File: config.mk
export PLATFORM = sky130hd
export DESIGN_NAME = transparent_run_line_encoder_core
export DESIGN_NICKNAME = d
export VERILOG_FILES = /design/src/rtl/trle_pkg.sv /design/src/rtl/trle_ram.sv /design/src/rtl/trle_ctrl.sv /design/src/rtl/trle_datapath.sv /design/src/rtl/transparent_run_line_encoder_core.sv
export SDC_FILE = /design/constraint.sdc
export NUM_CORES = 1
export LEC_CHECK = 0
export BUFFER_PORTS_ARGS = -buffer_cell sky130_fd_sc_hd__clkbuf_2
export CORE_ASPECT_RATIO = 0.75
export CORE_MARGIN = 5
export CORE_UTILIZATION = 60
export CTS_CLUSTER_SIZE = 20
export DETAILED_ROUTE_END_ITERATION = 16
export PLACE_DENSITY = 0.75
export SLEW_MARGIN = 20
export SYNTH_ARGS = -nofsm -noshare
export SYNTH_HDL_FRONTEND = slang
export SYNTH_SLANG_ARGS = --single-unit
export TNS_END_PERCENT = 20
File: constraint.sdc
create_clock -name clk -period 13.95 [get_ports clk]
set_input_delay 2.0925 -clock clk [delete_from_list [all_inputs] [get_ports clk]]
set_output_delay 2.0925 -clock clk [all_outputs]
set_load 0.02 [all_outputs]
File: src/rtl/trle_pkg.sv
// Shared types and constants for the transparent run line encoder.
// No dependencies; imported by the controller, the datapath and the top level.
`timescale 1ns / 1ps

package trle_pkg;

    // Defaults for the top-level parameters
    localparam int MAX_WIDTH_DEF     = 128;
    localparam int BEAT_BYTES_DEF    = 8;
    localparam int MAX_SOLID_RUN_DEF = 125;

    // Byte lanes present on the output port, whatever the beat size
    localparam int PORT_BYTES = 8;

    // Configuration port
    localparam int CFG_INDEX_W = 8;
    localparam logic [CFG_INDEX_W-1:0] REG_LINE_WIDTH        = 8'd0;
    localparam logic [CFG_INDEX_W-1:0] REG_TRANSPARENT_INDEX = 8'd1;
    localparam logic [7:0] LINE_WIDTH_RESET  = 8'd128;
    localparam logic [7:0] TRANS_INDEX_RESET = 8'd1;

    // Sequencer states
    typedef enum logic [2:0] {
        S_IDLE,
        S_DECIDE,
        S_HDR,
        S_BODY,
        S_UPD,
        S_END
    } state_t;

    // Commands from the controller to the datapath
    typedef struct packed {
        logic accept;      // latch the incoming pixel
        logic hdr_push;    // push the header byte of the open run
        logic body_run;    // stream the stored pixels of the open run
        logic run_clear;   // close the open run
        logic clear_kind;  // also reset the run kind on close
        logic update;      // fold the latched pixel into the run state
        logic end_push;    // send the partial beat as the final beat
    } cmd_t;

    // Status from the datapath to the controller
    typedef struct packed {
        logic flush_needed; // run kind changes with the latched pixel
        logic line_done;    // latched pixel ends its line
        logic run_solid;    // open run is a solid run
        logic pack_ready;   // packer takes a byte this cycle
        logic slot_free;    // output register can be loaded this cycle
        logic body_done;    // all stored pixels of the run were pushed
        logic fill_zero;    // packer holds no byte
    } status_t;

endpackage

File: src/rtl/trle_ram.sv
// Generic simple dual-port RAM: one write port, one registered read port.
// No dependencies.
`timescale 1ns / 1ps

module trle_ram #(
    parameter int WIDTH = 8,
    parameter int DEPTH = 128
) (
    input  logic                     clk,
    input  logic                     wr_en,
    input  logic [$clog2(DEPTH)-1:0] wr_addr,
    input  logic [WIDTH-1:0]         wr_data,
    input  logic                     rd_en,
    input  logic [$clog2(DEPTH)-1:0] rd_addr,
    output logic [WIDTH-1:0]         rd_data
);

    logic [WIDTH-1:0] mem_reg [DEPTH];
    logic [WIDTH-1:0] rd_data_reg;

    // Write, and read with the data held until the next read
    always_ff @(posedge clk)
    begin
        if (wr_en)
        begin
            mem_reg[wr_addr] <= wr_data;
        end
        if (rd_en)
        begin
            rd_data_reg <= mem_reg[rd_addr];
        end
    end

    assign rd_data = rd_data_reg;

endmodule

File: src/rtl/trle_ctrl.sv
// Sequencer of the encoder: steps one pixel through flush, update and beat output.
// Depends on trle_pkg.
`timescale 1ns / 1ps

module trle_ctrl (
    input  logic              clk,
    input  logic              rst_n,
    input  logic              pixel_valid,
    output logic              pixel_ready,
    input  trle_pkg::status_t status,
    output trle_pkg::cmd_t    cmd
);

    import trle_pkg::*;

    state_t state_reg, state_next;
    logic   second_reg, second_next;   // flushing at line end, not on kind change

    always_ff @(posedge clk or negedge rst_n)
    begin
        if (!rst_n)
        begin
            state_reg  <= S_IDLE;
            second_reg <= 1'b0;
        end
        else
        begin
            state_reg  <= state_next;
            second_reg <= second_next;
        end
    end

    // Next state
    always_comb
    begin
        state_next  = state_reg;
        second_next = second_reg;
        case (state_reg)
            S_IDLE:
            begin
                if (pixel_valid)
                begin
                    state_next = S_DECIDE;
                end
            end
            S_DECIDE:
            begin
                second_next = 1'b0;
                state_next  = status.flush_needed ? S_HDR : S_UPD;
            end
            S_HDR:
            begin
                if (status.pack_ready)
                begin
                    if (status.run_solid)
                    begin
                        state_next = S_BODY;
                    end
                    else
                    begin
                        state_next = second_reg ? S_END : S_UPD;
                    end
                end
            end
            S_BODY:
            begin
                if (status.body_done)
                begin
                    state_next = second_reg ? S_END : S_UPD;
                end
            end
            S_UPD:
            begin
                if (status.line_done)
                begin
                    second_next = 1'b1;
                    state_next  = S_HDR;
                end
                else
                begin
                    state_next = S_END;
                end
            end
            S_END:
            begin
                if (status.fill_zero || status.slot_free)
                begin
                    state_next = S_IDLE;
                end
            end
            default:
            begin
                state_next = S_IDLE;
            end
        endcase
    end

    // Outputs
    always_comb
    begin
        cmd         = '0;
        pixel_ready = 1'b0;
        case (state_reg)
            S_IDLE:
            begin
                pixel_ready = 1'b1;
                cmd.accept  = pixel_valid;
            end
            S_HDR:
            begin
                if (status.pack_ready)
                begin
                    cmd.hdr_push = 1'b1;
                    if (!status.run_solid)
                    begin
                        cmd.run_clear  = 1'b1;
                        cmd.clear_kind = second_reg;
                    end
                end
            end
            S_BODY:
            begin
                cmd.body_run = 1'b1;
                if (status.body_done)
                begin
                    cmd.run_clear  = 1'b1;
                    cmd.clear_kind = second_reg;
                end
            end
            S_UPD:
            begin
                cmd.update = 1'b1;
            end
            S_END:
            begin
                cmd.end_push = !status.fill_zero && status.slot_free;
            end
            default:
            begin
                cmd = '0;
            end
        endcase
    end

endmodule

File: src/rtl/trle_datapath.sv
// Datapath of the encoder: run state, run store, byte packer and output register.
// Depends on trle_pkg and trle_ram.
`timescale 1ns / 1ps

module trle_datapath #(
    parameter int MAX_WIDTH     = trle_pkg::MAX_WIDTH_DEF,
    parameter int BEAT_BYTES    = trle_pkg::BEAT_BYTES_DEF,
    parameter int MAX_SOLID_RUN = trle_pkg::MAX_SOLID_RUN_DEF
) (
    input  logic                             clk,
    input  logic                             rst_n,
    input  logic [7:0]                       pixel,
    input  logic                             cfg_write,
    input  logic [trle_pkg::CFG_INDEX_W-1:0] cfg_index,
    input  logic [7:0]                       cfg_data,
    input  trle_pkg::cmd_t                   cmd,
    output trle_pkg::status_t                status,
    input  logic                             out_ready,
    output logic                             out_valid,
    output logic [7:0]                       out_bytes [trle_pkg::PORT_BYTES],
    output logic [3:0]                       out_count,
    output logic                             out_end,
    output logic                             out_flag,
    output logic                             out_last
);

    import trle_pkg::*;

    localparam int AW = $clog2(MAX_WIDTH);
    localparam int CW = $clog2(MAX_WIDTH + 1);
    localparam int FW = $clog2(BEAT_BYTES + 1);

    // Configuration registers
    logic [7:0] line_width_reg;
    logic [7:0] trans_idx_reg;

    // Run state
    logic [CW-1:0] run_count_reg;
    logic          in_trans_reg;
    logic [AW-1:0] column_reg;

    // Latched pixel
    logic [7:0] pix_reg;
    logic       pix_trans_reg;
    logic       line_done_reg;

    // Store read stream
    logic [CW-1:0] rd_issue_reg;
    logic [CW-1:0] rd_done_reg;
    logic          rd_pend_reg;
    logic          rd_en;
    logic          rd_take;
    logic [7:0]    rd_data;

    // Packer and output register
    logic [7:0]    pack_reg [BEAT_BYTES];
    logic [7:0]    pack_next [BEAT_BYTES];
    logic [FW-1:0] fill_reg, fill_next;
    logic          pflag_reg, pflag_next;
    logic [7:0]    obytes_reg [BEAT_BYTES];
    logic [7:0]    obytes_next [BEAT_BYTES];
    logic [FW-1:0] ocount_reg, ocount_next;
    logic          ovalid_reg, ovalid_next;
    logic          olast_reg, olast_next;
    logic          oend_reg, oend_next;
    logic          oflag_reg, oflag_next;

    logic [7:0] w_eff;
    logic       line_done_now;
    logic [7:0] run_cnt8;
    logic       run_long;
    logic [7:0] hdr_byte;
    logic       byte_push;
    logic [7:0] byte_in;
    logic       byte_flag;
    logic       slot_free;
    logic       pack_full;
    logic       store_wr;

    // Configuration writes; other indexes are dropped
    always_ff @(posedge clk or negedge rst_n)
    begin
        if (!rst_n)
        begin
            line_width_reg <= LINE_WIDTH_RESET;
            trans_idx_reg  <= TRANS_INDEX_RESET;
        end
        else if (cfg_write)
        begin
            if (cfg_index == REG_LINE_WIDTH)
            begin
                line_width_reg <= cfg_data;
            end
            else if (cfg_index == REG_TRANSPARENT_INDEX)
            begin
                trans_idx_reg <= cfg_data;
            end
        end
    end

    // Effective line width: zero acts as one, saturate at the store depth
    always_comb
    begin
        if (line_width_reg == 8'd0)
        begin
            w_eff = 8'd1;
        end
        else if ({1'b0, line_width_reg} > 9'(MAX_WIDTH))
        begin
            w_eff = 8'(MAX_WIDTH);
        end
        else
        begin
            w_eff = line_width_reg;
        end
    end

    assign line_done_now = (9'(column_reg) + 9'd1) >= {1'b0, w_eff};

    // Latch the accepted pixel and its classification
    always_ff @(posedge clk)
    begin
        if (cmd.accept)
        begin
            pix_reg       <= pixel;
            pix_trans_reg <= (pixel == trans_idx_reg);
            line_done_reg <= line_done_now;
        end
    end

    // Run state: close on flush, extend on update
    always_ff @(posedge clk or negedge rst_n)
    begin
        if (!rst_n)
        begin
            run_count_reg <= '0;
            in_trans_reg  <= 1'b0;
            column_reg    <= '0;
        end
        else if (cmd.run_clear)
        begin
            run_count_reg <= '0;
            if (cmd.clear_kind)
            begin
                in_trans_reg <= 1'b0;
            end
        end
        else if (cmd.update)
        begin
            if (run_count_reg == '0)
            begin
                in_trans_reg <= pix_trans_reg;
            end
            run_count_reg <= run_count_reg + CW'(1);
            column_reg    <= line_done_reg ? '0 : column_reg + AW'(1);
        end
    end

    assign store_wr = cmd.update && !pix_trans_reg && (run_count_reg < CW'(MAX_WIDTH));

    // Header byte and long-run flag of the open run
    assign run_cnt8 = 8'(run_count_reg);
    assign run_long = !in_trans_reg && (run_cnt8 > 8'(MAX_SOLID_RUN));
    assign hdr_byte = in_trans_reg ? 8'(9'd256 - {1'b0, run_cnt8}) : run_cnt8;

    // Stream the stored pixels through the registered read port
    assign rd_take = cmd.body_run && rd_pend_reg && status.pack_ready;
    assign rd_en   = cmd.body_run && (rd_issue_reg < run_count_reg)
                     && (!rd_pend_reg || rd_take);

    always_ff @(posedge clk or negedge rst_n)
    begin
        if (!rst_n)
        begin
            rd_issue_reg <= '0;
            rd_done_reg  <= '0;
            rd_pend_reg  <= 1'b0;
        end
        else if (cmd.hdr_push)
        begin
            rd_issue_reg <= '0;
            rd_done_reg  <= '0;
            rd_pend_reg  <= 1'b0;
        end
        else
        begin
            if (rd_en)
            begin
                rd_issue_reg <= rd_issue_reg + CW'(1);
            end
            if (rd_take)
            begin
                rd_done_reg <= rd_done_reg + CW'(1);
            end
            if (rd_en)
            begin
                rd_pend_reg <= 1'b1;
            end
            else if (rd_take)
            begin
                rd_pend_reg <= 1'b0;
            end
        end
    end

    trle_ram #(
        .WIDTH (8),
        .DEPTH (MAX_WIDTH)
    ) u_store (
        .clk     (clk),
        .wr_en   (store_wr),
        .wr_addr (run_count_reg[AW-1:0]),
        .wr_data (pix_reg),
        .rd_en   (rd_en),
        .rd_addr (rd_issue_reg[AW-1:0]),
        .rd_data (rd_data)
    );

    // Byte source into the packer
    assign byte_push = cmd.hdr_push || rd_take;
    assign byte_in   = cmd.hdr_push ? hdr_byte : rd_data;
    assign byte_flag = run_long;

    assign slot_free = !ovalid_reg || out_ready;
    assign pack_full = (fill_reg == FW'(BEAT_BYTES));

    // Pack bytes into beats; a full beat waits until a further byte shows it is not final
    always_comb
    begin
        pack_next   = pack_reg;
        fill_next   = fill_reg;
        pflag_next  = pflag_reg;
        obytes_next = obytes_reg;
        ocount_next = ocount_reg;
        olast_next  = olast_reg;
        oend_next   = oend_reg;
        oflag_next  = oflag_reg;
        ovalid_next = ovalid_reg && !out_ready;

        if (byte_push)
        begin
            if (pack_full)
            begin
                obytes_next   = pack_reg;
                ocount_next   = fill_reg;
                olast_next    = 1'b0;
                oend_next     = 1'b0;
                oflag_next    = pflag_reg;
                ovalid_next   = 1'b1;
                pack_next[0]  = byte_in;
                fill_next     = FW'(1);
                pflag_next    = byte_flag;
            end
            else
            begin
                for (int j = 0; j < BEAT_BYTES; j++)
                begin
                    if (fill_reg == FW'(j))
                    begin
                        pack_next[j] = byte_in;
                    end
                end
                fill_next  = fill_reg + FW'(1);
                pflag_next = pflag_reg || byte_flag;
            end
        end
        else if (cmd.end_push)
        begin
            for (int j = 0; j < BEAT_BYTES; j++)
            begin
                obytes_next[j] = (FW'(j) < fill_reg) ? pack_reg[j] : 8'd0;
            end
            ocount_next = fill_reg;
            olast_next  = 1'b1;
            oend_next   = line_done_reg;
            oflag_next  = pflag_reg;
            ovalid_next = 1'b1;
            fill_next   = '0;
            pflag_next  = 1'b0;
        end
    end

    // Control part of the packer and output register
    always_ff @(posedge clk or negedge rst_n)
    begin
        if (!rst_n)
        begin
            fill_reg   <= '0;
            pflag_reg  <= 1'b0;
            ovalid_reg <= 1'b0;
        end
        else
        begin
            fill_reg   <= fill_next;
            pflag_reg  <= pflag_next;
            ovalid_reg <= ovalid_next;
        end
    end

    // Payload part of the packer and output register
    always_ff @(posedge clk)
    begin
        pack_reg   <= pack_next;
        obytes_reg <= obytes_next;
        ocount_reg <= ocount_next;
        olast_reg  <= olast_next;
        oend_reg   <= oend_next;
        oflag_reg  <= oflag_next;
    end

    // Status to the controller
    always_comb
    begin
        status.flush_needed = (run_count_reg != '0) && (pix_trans_reg != in_trans_reg);
        status.line_done    = line_done_reg;
        status.run_solid    = !in_trans_reg;
        status.pack_ready   = !pack_full || slot_free;
        status.slot_free    = slot_free;
        status.body_done    = (rd_done_reg == run_count_reg);
        status.fill_zero    = (fill_reg == '0);
    end

    // Output word; lanes beyond the beat size read zero
    for (genvar j = 0; j < PORT_BYTES; j++)
    begin : g_lane
        if (j < BEAT_BYTES)
        begin : g_used
            assign out_bytes[j] = obytes_reg[j];
        end
        else
        begin : g_unused
            assign out_bytes[j] = 8'd0;
        end
    end

    assign out_valid = ovalid_reg;
    assign out_count = 4'(ocount_reg);
    assign out_end   = oend_reg;
    assign out_flag  = oflag_reg;
    assign out_last  = olast_reg;

endmodule

File: src/rtl/transparent_run_line_encoder_core.sv
// Sequence: a pixel that only extends its run steps through the idle, decide, update and end
// states before the next accept. A flushed transparent run adds a header step; a solid run
// adds a header step, then one store read per pixel and the close in the body state; the final
// beat of a pixel is loaded in the end state. Header, body and end may stall on beat_ready. One pixel at a time.
// Reset: rst_n is asynchronous, active low; run state and control registers are reset;
// payload registers and the run store are not cleared, and the store needs no clearing pass.
`timescale 1ns / 1ps

module transparent_run_line_encoder_core #(
    parameter int MAX_WIDTH     = trle_pkg::MAX_WIDTH_DEF,
    parameter int BEAT_BYTES    = trle_pkg::BEAT_BYTES_DEF,
    parameter int MAX_SOLID_RUN = trle_pkg::MAX_SOLID_RUN_DEF
) (
    input  logic                             clk,
    input  logic                             rst_n,
    input  logic                             pixel_valid,
    output logic                             pixel_ready,
    input  logic [7:0]                       pixel,
    input  logic                             cfg_valid,
    output logic                             cfg_ready,
    input  logic [trle_pkg::CFG_INDEX_W-1:0] cfg_index,
    input  logic [7:0]                       cfg_data,
    output logic                             beat_valid,
    input  logic                             beat_ready,
    output logic [7:0]                       byte0,
    output logic [7:0]                       byte1,
    output logic [7:0]                       byte2,
    output logic [7:0]                       byte3,
    output logic [7:0]                       byte4,
    output logic [7:0]                       byte5,
    output logic [7:0]                       byte6,
    output logic [7:0]                       byte7,
    output logic [3:0]                       valid_bytes,
    output logic                             line_end,
    output logic                             run_too_long,
    output logic                             last
);

    import trle_pkg::*;

    cmd_t       cmd;
    status_t    status;
    logic [7:0] lane [PORT_BYTES];

    // Registers accept a write in every cycle
    assign cfg_ready = 1'b1;

    trle_ctrl u_ctrl (
        .clk         (clk),
        .rst_n       (rst_n),
        .pixel_valid (pixel_valid),
        .pixel_ready (pixel_ready),
        .status      (status),
        .cmd         (cmd)
    );

    trle_datapath #(
        .MAX_WIDTH     (MAX_WIDTH),
        .BEAT_BYTES    (BEAT_BYTES),
        .MAX_SOLID_RUN (MAX_SOLID_RUN)
    ) u_datapath (
        .clk       (clk),
        .rst_n     (rst_n),
        .pixel     (pixel),
        .cfg_write (cfg_valid && cfg_ready),
        .cfg_index (cfg_index),
        .cfg_data  (cfg_data),
        .cmd       (cmd),
        .status    (status),
        .out_ready (beat_ready),
        .out_valid (beat_valid),
        .out_bytes (lane),
        .out_count (valid_bytes),
        .out_end   (line_end),
        .out_flag  (run_too_long),
        .out_last  (last)
    );

    assign byte0 = lane[0];
    assign byte1 = lane[1];
    assign byte2 = lane[2];
    assign byte3 = lane[3];
    assign byte4 = lane[4];
    assign byte5 = lane[5];
    assign byte6 = lane[6];
    assign byte7 = lane[7];

`ifndef NO_ASSERTIONS
    // A shown word always carries at least one byte and no more than a beat
    a_count_range: assert property (@(posedge clk) disable iff (!rst_n)
        beat_valid |-> (valid_bytes != 4'd0) && (valid_bytes <= 4'(BEAT_BYTES)))
        else $error("beat word with bad byte count");

    // Only the final word of a pixel may be partial
    a_full_unless_last: assert property (@(posedge clk) disable iff (!rst_n)
        beat_valid && !last |-> valid_bytes == 4'(BEAT_BYTES))
        else $error("partial beat word that is not final");

    // End of line is marked only on the final word of a pixel
    a_end_on_last: assert property (@(posedge clk) disable iff (!rst_n)
        beat_valid && line_end |-> last)
        else $error("line end on a non-final word");

    // One pixel at a time: no accept in the cycle after an accept
    a_one_pixel: assert property (@(posedge clk) disable iff (!rst_n)
        pixel_valid && pixel_ready |=> !pixel_ready)
        else $error("pixel accepted while the previous one is in work");
`endif

endmodule
## Yosys cells after proc, flatten, opt, wreduce, memory -nomap -nowiden

Memory sizes are Yosys's and may differ from the RTL's. A register that Yosys moved wholly into a read port is not among the register bits.
Cells that the tools add are included.
W data, S select, Z words.

| word-level totals | value |
|---|---|
| bits in registers | 204 |
| memory bits (writable) | 1024 |
| input bits | 29 |
| output and inout bits | 74 |
| logic and storage cells | 211 |
| memories kept | 1 |

| operators by class | value |
|---|---|
| add/sub/neg operators | 7 |
| $lt $le $gt $ge | 13 |
| equal/unequal tests | 24 |
| multiplexer cells | 75 |
| bitwise logic cells | 3 |
| reduce and logical (&&, ||, !) cells | 52 |

Memory list:

| memory | words | width | rd ports | clocked after Yosys merged registers in | write ports | RTL line | text |
|---|---|---|---|---|---|---|---|
| u_datapath.u_store.mem_reg | 128 | 8 | 1 | 1 | 1 | trle_ram.sv:18 | `logic [WIDTH-1:0] mem_reg [DEPTH];` |

Operators by type and width:

| operator | count |
|---|---|
| $mux W64 | 3 |
| $mux W8 | 20 |
| $mux W1 | 32 |
| $reduce_and A3 Y1 | 9 |
| $add A8 B1 Y8 const B | 3 |
| $logic_not A8 Y1 | 3 |
| $mux W4 | 6 |
| $mux W3 | 7 |
| $pmux W3 S6 | 1 |
| $eq A4 B3 Y1 const B | 4 |
| $eq A8 B8 Y1 | 2 |
| $lt A3 B4 Y1 const A | 4 |
| $reduce_bool A2 Y1 | 7 |
| $logic_and A1 B1 Y1 | 10 |
| $reduce_and A2 Y1 | 5 |
| $ge A9 B8 Y1 | 1 |
| $add A7 B1 Y8 const B | 1 |
| $eq A4 B2 Y1 const B | 2 |
| $eq A8 B1 Y1 const B | 1 |
| $gt A8 B7 Y1 const B | 1 |
| $gt A8 B8 Y1 const B | 1 |
| $lt A1 B4 Y1 const A | 2 |
| $lt A2 B4 Y1 const A | 2 |
| $lt A8 B8 Y1 | 1 |
| 24 further kinds | 46 |

## Logic depth before layout (Yosys ltp)

| depth | value |
|---|---|
| depth in word-level cells | 8 |
| mapped depth | 11 |
| gate-level depth less buffers | 10 |

## By module

A second synthesis with hierarchy kept.

| second synthesis, totals | value |
|---|---|
| cell total of the unflattened synthesis | 2283 |
| area, all modules | 48545.3 um2 |

By module, submodules not included:

| module | instances | cells an instance | area each (um2) | seq. area each (um2) |
|---|---|---|---|---|
| trle_ram | 1 | 1635 | 39745.6 | 30989.7 |
| trle_datapath | 1 | 605 | 8430.6 | 5733.0 |
| trle_ctrl | 1 | 41 | 357.8 | 100.1 |
| transparent_run_line_encoder_core | 1 | 2 | 11.3 | 0.0 |

## Worst setup path after synthesis

Ideal clock, no wire load.

| path | value |
|---|---|
| kind | input to register |
| start point | input beat_ready |
| end point | register u_datapath.pflag_reg |
| setup time | 0.397 ns |
| arrival time | 8.530 ns |
| path slack | 5.023 ns |
| stages | 7 |
| cells stage by stage | nand2b_1 -> clkbuf_1 -> nor2_1 -> nor2_1 -> inv_1 -> o21ai_0 -> o32ai_1 |

| on the way | value |
|---|---|
| cells in the longest elaborated chain, start to end | 6 |

Ends and longest elaborated chain:

| what | RTL line | text |
|---|---|---|
| from (decl) | transparent_run_line_encoder_core.sv:24 | `input logic beat_ready,` |
| $logic_or A1 B1 Y1 (*) | trle_datapath.sv:224 | `assign slot_free = !ovalid_reg \|\| out_ready;` |
| $logic_or A1 B1 Y1 | trle_datapath.sv:317 | `status.pack_ready = !pack_full \|\| slot_free;` |
| $mux W1 | trle_ctrl.sv:111 | `if (status.pack_ready)` |
| $mux W1 | trle_ctrl.sv:103 | `case (state_reg)` |
| $logic_or A1 B1 Y1 | trle_datapath.sv:220 | `assign byte_push = cmd.hdr_push \|\| rd_take;` |
| $mux W1 / $reduce_bool A2 Y1 (equally long branches) | -- |  |
| to (signal assigned) | trle_datapath.sv:295 | `pflag_reg <= pflag_next;` |
| to (decl) | trle_datapath.sv:59 | `logic pflag_reg, pflag_next;` |

Every way passes the cells marked *; elsewhere a longest branch is shown, timed or not.
A chain may end at the register's enable or synchronous reset.

## Final worst setup path

| path | value |
|---|---|
| start point | register u_datapath.rd_issue_reg[0] |
| end point | register u_datapath.u_store.rd_data_reg[2] (netlist: u_datapath.u_store.rd_data[2]), read port of u_datapath.u_store.mem_reg (data pin) |

| on the way | value |
|---|---|
| cells in the longest elaborated chain, start to end | 3 |

Ends and longest elaborated chain:

| what | RTL line | text |
|---|---|---|
| from (decl) | trle_datapath.sv:48 | `logic [CW-1:0] rd_issue_reg;` |
| from (signal assigned) | trle_datapath.sv:189 | `rd_issue_reg <= rd_issue_reg + CW'(1);` |
| $lt A8 B8 Y1 | trle_datapath.sv:168 | `assign rd_en = cmd.body_run && (rd_issue_reg < run_count_reg)` |
| $logic_and A1 B1 Y1 | trle_datapath.sv:168 |  |
| $logic_and A1 B1 Y1 | trle_datapath.sv:169 | `&& (!rd_pend_reg \|\| rd_take);` |
| to (decl) | trle_ram.sv:19 | `logic [WIDTH-1:0] rd_data_reg;` |

Parallel ways exist; a longest one is shown, timed or not.

==> results.py <==
metrics = {
    "detailed_routing": {
        "drc": 0,
        "firstDrtPassIters": 5,
        "drt_iter0_markers": 3620,
        "ant_nets": 0,
        "route.vias.total": 25300,
        "avgRoutedWirePerCell_um": 29.83,
        "viasPerCell": 6.621,
        "wl_um": 114000,
    },
    "logic_synthesis": {
        "synth_edf_count": 1177,
        "synth_simple_gate_area_share_pct": 4.284,
        "synthCells": 2550,
        "synth_compound_area_share_pct": 4.333,
        "synth_xor_area_share_pct": 0.7394,
        "syn_nets": 2604,
        "muxShareOfSynthArea_pct": 12.48,
        "netlist_area_mm2": 0.04857,
        "avgSynthCellArea_um2": 19.05,
        "synth_top_family_by_area": "multiplexers",
        "async_reset_ff_share_pct": 4.773,
        "synth_warnings": 0,
        "ys_types": 69,
        "synth_seq_cells": 1236,
        "yosysSeqAreaShare_pct": 75.82,
        "synth_adder_area_share_pct": 0.6440,
        "synth_top_flop_cell": "edfxtp_1",
    },
    "cts": {
        "cts_buffers": 111,
        "cts.root.buffer_cell": "clkbuf_16",
        "worstSkewPairLatency_ps": 710,
        "cts.path.max_buffers": 3,
        "holdBufCountCts": 0,
        "cts_tree": "done",
        "clkTransAtPathRegs_ps": 60,
        "cts_max_level": 3,
        "clock-sinks": 1236,
        "cts_setup_buffers": 0,
        "cts_resized": 0,
    },
    "power": {
        "irDropWorstVdd_uv": 157.6,
        "power_density_mw_per_mm2": 169.5,
        "total_power_mw": 9.090,
        "p_leak_nw": 17.20,
    },
    "layout": {
        "finalInstanceArea_mm2": 0.05361,
        "final_cell_mix": "edfxtp_1, mux4_2, nor2_1, mux2i_1, clkbuf_16",
        "nets": 2731,
        "final_common_cell": "edfxtp_1",
        "drive_gt1_share_pct": 19.72,
        "largest_register_ffs": 1024,
        "final_util_pct": 66.68,
        "area_growth_pct": 10.38,
        "instances_no_fill": 3821,
        "n_antenna_cell": 0,
    },
    "setup_path": {
        "path_class": "reg2reg",
        "arrival_ps": 5050,
        "path_cells": "buf_4, buf_4, mux4_2, a22o_1, a211oi_1, a211oi_1, o32a_1",
        "cp_slowest_stage_delay_ps": 790,
        "cp_slowest_cell": "dfrtp_4",
        "startpoint_type": "flip-flop",
        "crit_fanout": 48,
        "endpoint_kind": "flip-flop",
        "rrSetupSlack_ps": 9330,
        "crit_required_ps": 14380,
    },
    "die": {
        "ioPinCount": 103,
        "core_mm2": 0.08040,
        "initial_core_util_pct": 60.41,
        "die-height_um": 256.4,
        "die_w_um": 338.5,
        "num_rows": 90,
        "die_area_mm2": 0.08680,
    },
    "placed_design": {
        "place_area_mm2": 0.05008,
        "gp_congestion": 0.8723,
        "post-place-ws_ps": 9327,
        "portBuffers": 101,
        "dp_hpwl_um": 68640,
        "place_inst": 3622,
    },
    "grt": {
        "grt_pass1_vias": 24910,
        "grt_first_pass_wirelength_um": 167800,
        "grt_max_degree": 129,
        "antenna_found_initial": 0,
        "overflow": 0,
        "grt.total_usage_pct": 26.16,
    },
    "sta": {
        "setup_viol": 0,
        "fin_crit_ps": 4622,
        "worst_pin_slew_ps": 1174,
        "maxSlewViolCount": 0,
        "max-slew-margin-rel_pct": 20.90,
        "hold_ws_ps": 459.9,
        "finalSetupTns_ps": 0,
        "hold_viol": 0,
        "fin_crit_sh_pct": 33.13,
        "finalClockSkew_ps": 44.95,
        "final.setup.worst_slack_ps": 9328,
        "rsz0062_at_grt": "no",
        "fmax_mhz": 216.4,
    },
    "run": {
        "cap_violations": 0,
    },
    "worst_hold_path": {
        "min-delay-path-class": "reg2reg",
    },
    "run_status": {
        "outcome": "finished clean",
    },
}
synthesized netlist by cell type (21+ instances only):
master	count	area share, %
a21oi_1	39	0.40
nand3_1	27	0.28
xnor2_1	28	0.50
nand2_1	92	0.71
and2_1	29	0.37
nor2_1	186	1.4
buf_6	21	0.49
mux4_2	194	9.0
o21ai_0	31	0.32
mux2_2	21	0.49
a211oi_1	45	0.70
nor2b_1	48	0.62
clkbuf_1	73	0.56
ha_1	25	0.64
a22o_1	26	0.47
a22oi_1	48	0.74
mux2i_1	144	3.0
edfxtp_1	1177	73
dfrtp_1	57	2.9
final timing paths:
kind / from / endpoint / cells after the start
hold / removal: u_datapath.pflag_reg / u_datapath.out_flag / 0
setup reg to reg: u_datapath.rd_issue_reg[0] / u_datapath.u_store.rd_data[2] / 7
max in group asynchronous: rst_n / u_datapath.rd_issue_reg[1] / 2
hold reg to reg: u_datapath.pflag_reg / u_datapath.out_flag / 0
setup / recovery: u_datapath.rd_issue_reg[0] / u_datapath.u_store.rd_data[2] / 7
min in group asynchronous: rst_n / u_datapath.trans_idx_reg[7] / 2
power by group:
part | internal [mW] | leakage, nW | switching (mW) | total, mW
logic | 0.676 | 4.09 | 1.02 | 1.69
clock network | 1.66 | 1.72 | 1.32 | 2.98
registers | 4.31 | 11.4 | 0.107 | 4.42
total | 6.64 | 17.2 | 2.45 | 9.09
final cells by class:
class / count / area (um^2)
tap: 1058 / 1324
inverter: 21 / 78.83
fill: 5137 / 26790
clock inverter: 61 / 591.8
multi-input combinational: 1162 / 10990
timing repair buffer: 145 / 868.3
sequential: 1236 / 36830
clock buffer: 138 / 2930
layer usage:
metal  wire, um  vias up  GRT usage [%]
li1           -    10550              -
met2      51970     1522          38.81
met1      45160    13030          38.92
met3      13630      201          7.416
met4       3213        0          7.397
met5          0        -              0
critical path, delay by kind of cell (launching register included):
kind | cells | cell delay (ps)
compound gates | 4 | 1320
buf+inv | 2 | 1550
mux | 1 | 610
flops | 1 | 790
kinds of logic after synthesis:
family	Yosys count
other cells	1
fa+ha+maj	25
buf+inv	152
mux	360
compound gates	292
xor+xnor	41
simple gates	443
flops	1236
Note: power is estimated with default switching activity, not from simulation.
